`config.mk`:
```
export PLATFORM = sky130hd
export DESIGN_NAME = lfc_ctrl
export DESIGN_NICKNAME = d
export VERILOG_FILES = /design/src/hw/rtl/lfc_pkg.sv /design/src/hw/rtl/lfc_ctrl.sv
export SDC_FILE = /design/constraint.sdc
export NUM_CORES = 1
export LEC_CHECK = 0
export BUFFER_PORTS_ARGS = -buffer_cell sky130_fd_sc_hd__buf_2
export CORE_AREA = 8 8 45 47
export CTS_CLUSTER_SIZE = 20
export DETAILED_ROUTE_END_ITERATION = 10
export DIE_AREA = 0 0 53 55
export HOLD_SLACK_MARGIN = 0.1
export PLACE_DENSITY = 0.37
export SYNTH_ARGS = -nofsm -noshare
export SYNTH_HDL_FRONTEND = slang
export SYNTH_SLANG_ARGS = --single-unit
```
`constraint.sdc`:
```
create_clock -name clk -period 1 [get_ports clk]
set_clock_uncertainty 0.15 [all_clocks]
set_input_delay 0.2 -clock clk [delete_from_list [all_inputs] [get_ports clk]]
set_output_delay 0.2 -clock clk [all_outputs]
set_load 0.03 [all_outputs]
```
`src/hw/rtl/lfc_pkg.sv`:
```
// Shared types, codes and defaults for the layered framebuffer compositor.
`default_nettype none

package lfc_pkg;

	localparam int DEF_LAYER_SLOTS = 4;
	localparam int DEF_MAX_DIM     = 128;

	localparam int CFG_AW = 3;
	localparam int CFG_DW = 32;

	// Item kinds
	localparam logic [1:0] KIND_DRAW  = 2'd0;
	localparam logic [1:0] KIND_CLEAR = 2'd1;
	localparam logic [1:0] KIND_SCAN  = 2'd2;

	// Register indexes
	localparam logic [CFG_AW-1:0] REG_SCREEN_W  = 3'd0;
	localparam logic [CFG_AW-1:0] REG_SCREEN_H  = 3'd1;
	localparam logic [CFG_AW-1:0] REG_PITCH     = 3'd2;
	localparam logic [CFG_AW-1:0] REG_LAYER_CNT = 3'd3;
	localparam logic [CFG_AW-1:0] REG_VIS_MASK  = 3'd4;
	localparam logic [CFG_AW-1:0] REG_WIDTHS    = 3'd5;
	localparam logic [CFG_AW-1:0] REG_HEIGHTS   = 3'd6;

	// Largest scanned screen dimension
	localparam logic [7:0] SCAN_LIMIT = 8'd128;

	typedef enum logic [1:0] {
		ST_INIT,
		ST_RUN,
		ST_CLEAR
	} lfc_state_t;

	// Controller -> datapath
	typedef struct packed {
		logic accept;
		logic sweep_en;
		logic sweep_all;
	} lfc_cmd_t;

	// Datapath -> controller
	typedef struct packed {
		logic clear_hit;
		logic sweep_last;
		logic s1_stall;
	} lfc_sts_t;

endpackage

`default_nettype wire

```
`src/hw/rtl/lfc_ctrl.sv`:
```
// Controller state machine: reset wipe, item acceptance, layer clear sweep.
`default_nettype none

module lfc_ctrl import lfc_pkg::*; (
	input  wire logic     clk,
	input  wire logic     arst_n,
	input  wire logic     in_valid,
	output logic          in_ready,
	input  wire lfc_sts_t sts,
	output lfc_cmd_t      cmd
);

	lfc_state_t state_q, state_nxt;

	always_ff @(posedge clk or negedge arst_n) begin
		if (!arst_n) begin
			state_q <= ST_INIT;
		end else begin
			state_q <= state_nxt;
		end
	end

	always_comb begin
		state_nxt = state_q;
		case (state_q)
			ST_INIT: begin
				if (sts.sweep_last) state_nxt = ST_RUN;
			end
			ST_RUN: begin
				if (cmd.accept && sts.clear_hit) state_nxt = ST_CLEAR;
			end
			ST_CLEAR: begin
				if (sts.sweep_last) state_nxt = ST_RUN;
			end
			default: begin
				state_nxt = ST_INIT;
			end
		endcase
	end

	always_comb begin
		in_ready      = 1'b0;
		cmd.sweep_en  = 1'b0;
		cmd.sweep_all = 1'b0;
		case (state_q)
			ST_INIT: begin
				cmd.sweep_en  = 1'b1;
				cmd.sweep_all = 1'b1;
			end
			ST_RUN: begin
				in_ready = !sts.s1_stall;
			end
			ST_CLEAR: begin
				cmd.sweep_en = 1'b1;
			end
			default: begin
				in_ready = 1'b0;
			end
		endcase
		cmd.accept = in_valid && in_ready;
	end

	a_no_accept_in_sweep: assert property (@(posedge clk) disable iff (!arst_n)
		(state_q == ST_CLEAR || state_q == ST_INIT) |-> !cmd.accept)
		else $error("item transfer during a store sweep");

	a_clear_starts: assert property (@(posedge clk) disable iff (!arst_n)
		(cmd.accept && sts.clear_hit) |=> (state_q == ST_CLEAR))
		else $error("layer clear did not start sweep");

	a_sweep_ends: assert property (@(posedge clk) disable iff (!arst_n)
		(cmd.sweep_en && sts.sweep_last) |=> (state_q == ST_RUN))
		else $error("sweep did not return to run");

endmodule

`default_nettype wire

```
==> run_summary.xml <==
<?xml version="1.0" encoding="UTF-8"?>
<metrics>
  <group name="clocking">
    <metric name="clock_tree.htree_level_count" unit="">1</metric>
    <metric name="clock_sink_count" unit="">2</metric>
    <metric name="hold_buffers" unit="">1</metric>
    <metric name="tritoncts" unit="">yes</metric>
    <metric name="cts_made_buffers" unit="">3</metric>
    <metric name="cts.root.buffer_cell" unit="">sky130_fd_sc_hd__clkbuf_4</metric>
    <metric name="clkTransAtPathRegs" unit="ns">0.03</metric>
    <metric name="clk-insertion-delay-late" unit="ns">0.22</metric>
    <metric name="cts.path.max_buffers" unit="">2</metric>
  </group>
  <group name="die">
    <metric name="die_area" unit="µm²">2920</metric>
    <metric name="die_w" unit="µm">53</metric>
    <metric name="initial_utilization" unit="%">8.68</metric>
    <metric name="design.core.area" unit="µm²">1380</metric>
    <metric name="floorplan.rows" unit="">14</metric>
    <metric name="die_height" unit="µm">55</metric>
    <metric name="boundaryPins" unit="">10</metric>
  </group>
  <group name="synth">
    <metric name="post-synth-top-area-cell" unit="">sky130_fd_sc_hd__dfrtp_1</metric>
    <metric name="yosys-mux-area-fraction" unit="%">0</metric>
    <metric name="syn_inst" unit="">13</metric>
    <metric name="adder_cell_share_of_the_synthesized_area" unit="%">0</metric>
    <metric name="proportion_of_netlist_area_held_by_the_largest_area_contributor" unit="%">41.7</metric>
    <metric name="synthXorXnorAreaFrac" unit="%">0</metric>
    <metric name="post_synth_num_cell_types" unit="">9</metric>
    <metric name="ys_seq_area_share" unit="%">41.7</metric>
    <metric name="postSynth.asyncResetShare" unit="%">100</metric>
    <metric name="synth_enable_flop_cells" unit="">0</metric>
    <metric name="synth_top_family_by_area" unit="">simple AND/OR/NAND/NOR gates</metric>
    <metric name="synthFlopType" unit="">sky130_fd_sc_hd__dfrtp_1</metric>
    <metric name="synth_simple_gate_area_share" unit="%">31.3</metric>
    <metric name="syn_nets" unit="">19</metric>
    <metric name="synth_compound_area_share" unit="%">14.6</metric>
    <metric name="synth.cell_area" unit="µm²">120</metric>
    <metric name="ys_seq_elements" unit="">2</metric>
    <metric name="synth.top_cells.by_area" unit="">sky130_fd_sc_hd__dfrtp_1 (42%), sky130_fd_sc_hd__nor3b_1 (13%), sky130_fd_sc_hd__a31o_1 (7.3%)</metric>
    <metric name="synthesis.area_per_instance" unit="µm²">9.24</metric>
    <metric name="synthTopCellsByCount" unit="">sky130_fd_sc_hd__dfrtp_1 (2), sky130_fd_sc_hd__inv_1 (2), sky130_fd_sc_hd__nor2_1 (2), sky130_fd_sc_hd__nor3b_1 (2)</metric>
    <metric name="yosys_warnings" unit="">0</metric>
  </group>
  <group name="timing">
    <metric name="timing.final.setup_violations" unit="">6</metric>
    <metric name="maxSlewViolCount" unit="">0</metric>
    <metric name="whs" unit="ns">0.0798</metric>
    <metric name="maxClockFrequency" unit="MHz">698</metric>
    <metric name="max_slew_margin" unit="%">89.8</metric>
    <metric name="final.min_clock_period" unit="ns">1.43</metric>
    <metric name="rsz0062_at_grt" unit="">yes</metric>
    <metric name="tightestPinTransition" unit="ns">0.153</metric>
    <metric name="final_hold_viol_count" unit="">0</metric>
    <metric name="min_period_over_period" unit="%">143</metric>
    <metric name="post-route-worst-setup-slack" unit="ns">-0.432</metric>
  </group>
  <group name="global_routing">
    <metric name="grt_overflow" unit="">0</metric>
    <metric name="grt_start_max_net_pins" unit="">4</metric>
    <metric name="initial_antenna_violation_count" unit="">0</metric>
    <metric name="grt_pass1_wl" unit="µm">821</metric>
    <metric name="grt_usage" unit="%">4.59</metric>
    <metric name="first_global_vias" unit="">196</metric>
  </group>
  <group name="pwr">
    <metric name="p_leak" unit="nW">0.141</metric>
    <metric name="cell_internal_pwr" unit="µW">493</metric>
    <metric name="share_seq_of_total_power" unit="%">16.3</metric>
    <metric name="power.net_switching" unit="µW">344</metric>
    <metric name="power_frac_comb" unit="%">62.9</metric>
    <metric name="irDropWorstVdd" unit="V">0.000548</metric>
    <metric name="clock_power_share" unit="%">20.8</metric>
    <metric name="share_of_total_power_consumed_by_net_switching" unit="%">41.1</metric>
    <metric name="p_per_area" unit="nW/µm²">2860</metric>
  </group>
  <group name="cells_and_area">
    <metric name="antenna_cells" unit="">0</metric>
    <metric name="layout.nets" unit="">37</metric>
    <metric name="regMostFlops" unit="">state_q</metric>
    <metric name="design_area" unit="µm²">293</metric>
    <metric name="finalCoreUtilization" unit="%">21.2</metric>
    <metric name="layout-drive-gt1-share" unit="%">72.4</metric>
    <metric name="layout_top_registers" unit="">state_q (2)</metric>
    <metric name="largest_register_ffs" unit="">2</metric>
    <metric name="filler_cell_count" unit="">150</metric>
    <metric name="area_grow_syn2layout" unit="%">144</metric>
  </group>
  <group name="drt">
    <metric name="remaining_drc_errors" unit="">0</metric>
    <metric name="route.vias.total" unit="">157</metric>
    <metric name="drt_pre_antenna_iters" unit="">2</metric>
    <metric name="wl_per_cell" unit="µm">10.6</metric>
    <metric name="routed_via_density" unit="">3.49</metric>
    <metric name="totalWireLength" unit="µm">475</metric>
    <metric name="drt-initial-drc-count" unit="">2</metric>
    <metric name="drtAntennaViolNets" unit="">0</metric>
  </group>
  <group name="critical_path">
    <metric name="kind_of_capture_point_of_the_worst_setup_path" unit="">output pin</metric>
    <metric name="timing.critical_path.cells" unit="">nand2b_4 &gt; buf_4 &gt; nor2_4 &gt; buf_6</metric>
    <metric name="cp_max_fo" unit="">3</metric>
    <metric name="critPathLaunchType" unit="">flip-flop</metric>
    <metric name="worst-endpoint-arrival" unit="ns">1.08</metric>
    <metric name="path_class" unit="">reg2out</metric>
    <metric name="critPathRequiredTime" unit="ns">0.65</metric>
    <metric name="largest_delay_contributor_family_on_the_critical_path" unit="">flip-flops</metric>
    <metric name="slowest_delay" unit="ns">0.37</metric>
    <metric name="critical_path.n_buffers_inverters" unit="">2</metric>
    <metric name="cpMaxStageDelayCell" unit="">sky130_fd_sc_hd__dfrtp_1</metric>
  </group>
  <group name="placement">
    <metric name="portBuffers" unit="">9</metric>
    <metric name="finalWeightedCongestion" unit="">0.687</metric>
    <metric name="dpl-instance-area" unit="µm²">221</metric>
  </group>
  <group name="run_status">
    <metric name="run_status" unit="">finished with violations</metric>
    <metric name="violations" unit="">negative setup slack</metric>
  </group>
  <group name="flow_run">
    <metric name="maxCapViolations" unit="">0</metric>
  </group>
  <group name="worst_hold_path">
    <metric name="worst_hold_path_type" unit="">in2reg</metric>
  </group>
</metrics>
## through the flow
stage	std cells	setup slack [ns]	TNS, ns	power (mW)
floorplan	13	-0.229	-0.590	0.409
global placement	40	-0.231	-0.756	0.537
detailed placement	40	-0.264	-0.924	0.546
CTS	44	-0.458	-1.70	0.814
global route	45	-0.519	-2.07	0.906
finish	45	-0.432	-1.71	0.838
## cell families after synthesis
logic type	Yosys count
DFF	2
and+or+nand+nor	6
buffers and inverters	3
AOI/OAI and AO/OA	2
## power by group through the flow
| stage | clock (mW) | sequential [mW] | combinational (mW) |
|---|---|---|---|
| final | 0.175 | 0.136 | 0.527 |
| after global placement | 0 | 0.135 | 0.401 |
| after detailed placement | 0 | 0.136 | 0.410 |
| after global routing | 0.203 | 0.139 | 0.564 |
| after CTS | 0.186 | 0.135 | 0.492 |
| after floorplan | 0 | 0.142 | 0.267 |
## routing by layer
metal | global-route usage, % | up-vias | routed length, µm
li1 | - | 77 | -
met1 | 4.10 | 69 | 212
met4 | 3.88 | 0 | 10
met3 | 5.88 | 2 | 87
met5 | 0 | - | 0
met2 | 5.08 | 9 | 164
## worst paths after layout
path,to,start,depth (start not counted),slack (ns)
worst max-delay path,in_ready,state_q[1],4,-0.43
worst min-delay path,state_q[0],sts[1],2,0.08
worst max register to register,state_q[1],state_q[1],3,-0.09
worst min register to register,state_q[0],state_q[1],2,0.44
max in group asynchronous,state_q[1],arst_n,2,0.44
min in group asynchronous,state_q[0],arst_n,2,0.16
## timing repair
action	4_1_cts	5_1_grt
hold endpoints to repair	3	1
endpoints found under the setup margin	6	6
buffers inserted	0	1
gates resized for setup	9	1
## cell type report
class	count	area, µm²	share of cell area (%)
Tap cell	16	20.0	6.84
Clock buffer	3	22.5	7.69
Timing Repair Buffer	14	106	36.3
Inverter	2	7.51	2.56
Sequential cell	2	50.0	17.1
Multi-Input combinational cell	8	86.3	29.5
## cells in the final DEF, fill, tap and decap left out
| cell | count |
|---|---|
| sky130_fd_sc_hd__a31o_1 | 1 |
| sky130_fd_sc_hd__and3b_1 | 1 |
| sky130_fd_sc_hd__buf_2 | 5 |
| sky130_fd_sc_hd__buf_4 | 5 |
| sky130_fd_sc_hd__buf_6 | 3 |
| sky130_fd_sc_hd__clkbuf_4 | 3 |
| sky130_fd_sc_hd__dfrtp_1 | 2 |
| sky130_fd_sc_hd__dlygate4sd3_1 | 1 |
| sky130_fd_sc_hd__inv_1 | 1 |
| sky130_fd_sc_hd__inv_2 | 1 |
| sky130_fd_sc_hd__nand2b_4 | 1 |
| sky130_fd_sc_hd__nor2_1 | 1 |
| sky130_fd_sc_hd__nor2_4 | 1 |
| sky130_fd_sc_hd__nor3b_2 | 1 |
| sky130_fd_sc_hd__nor3b_4 | 1 |
| sky130_fd_sc_hd__o2bb2ai_1 | 1 |
No activity file was read; power rests on OpenSTA's default activity.
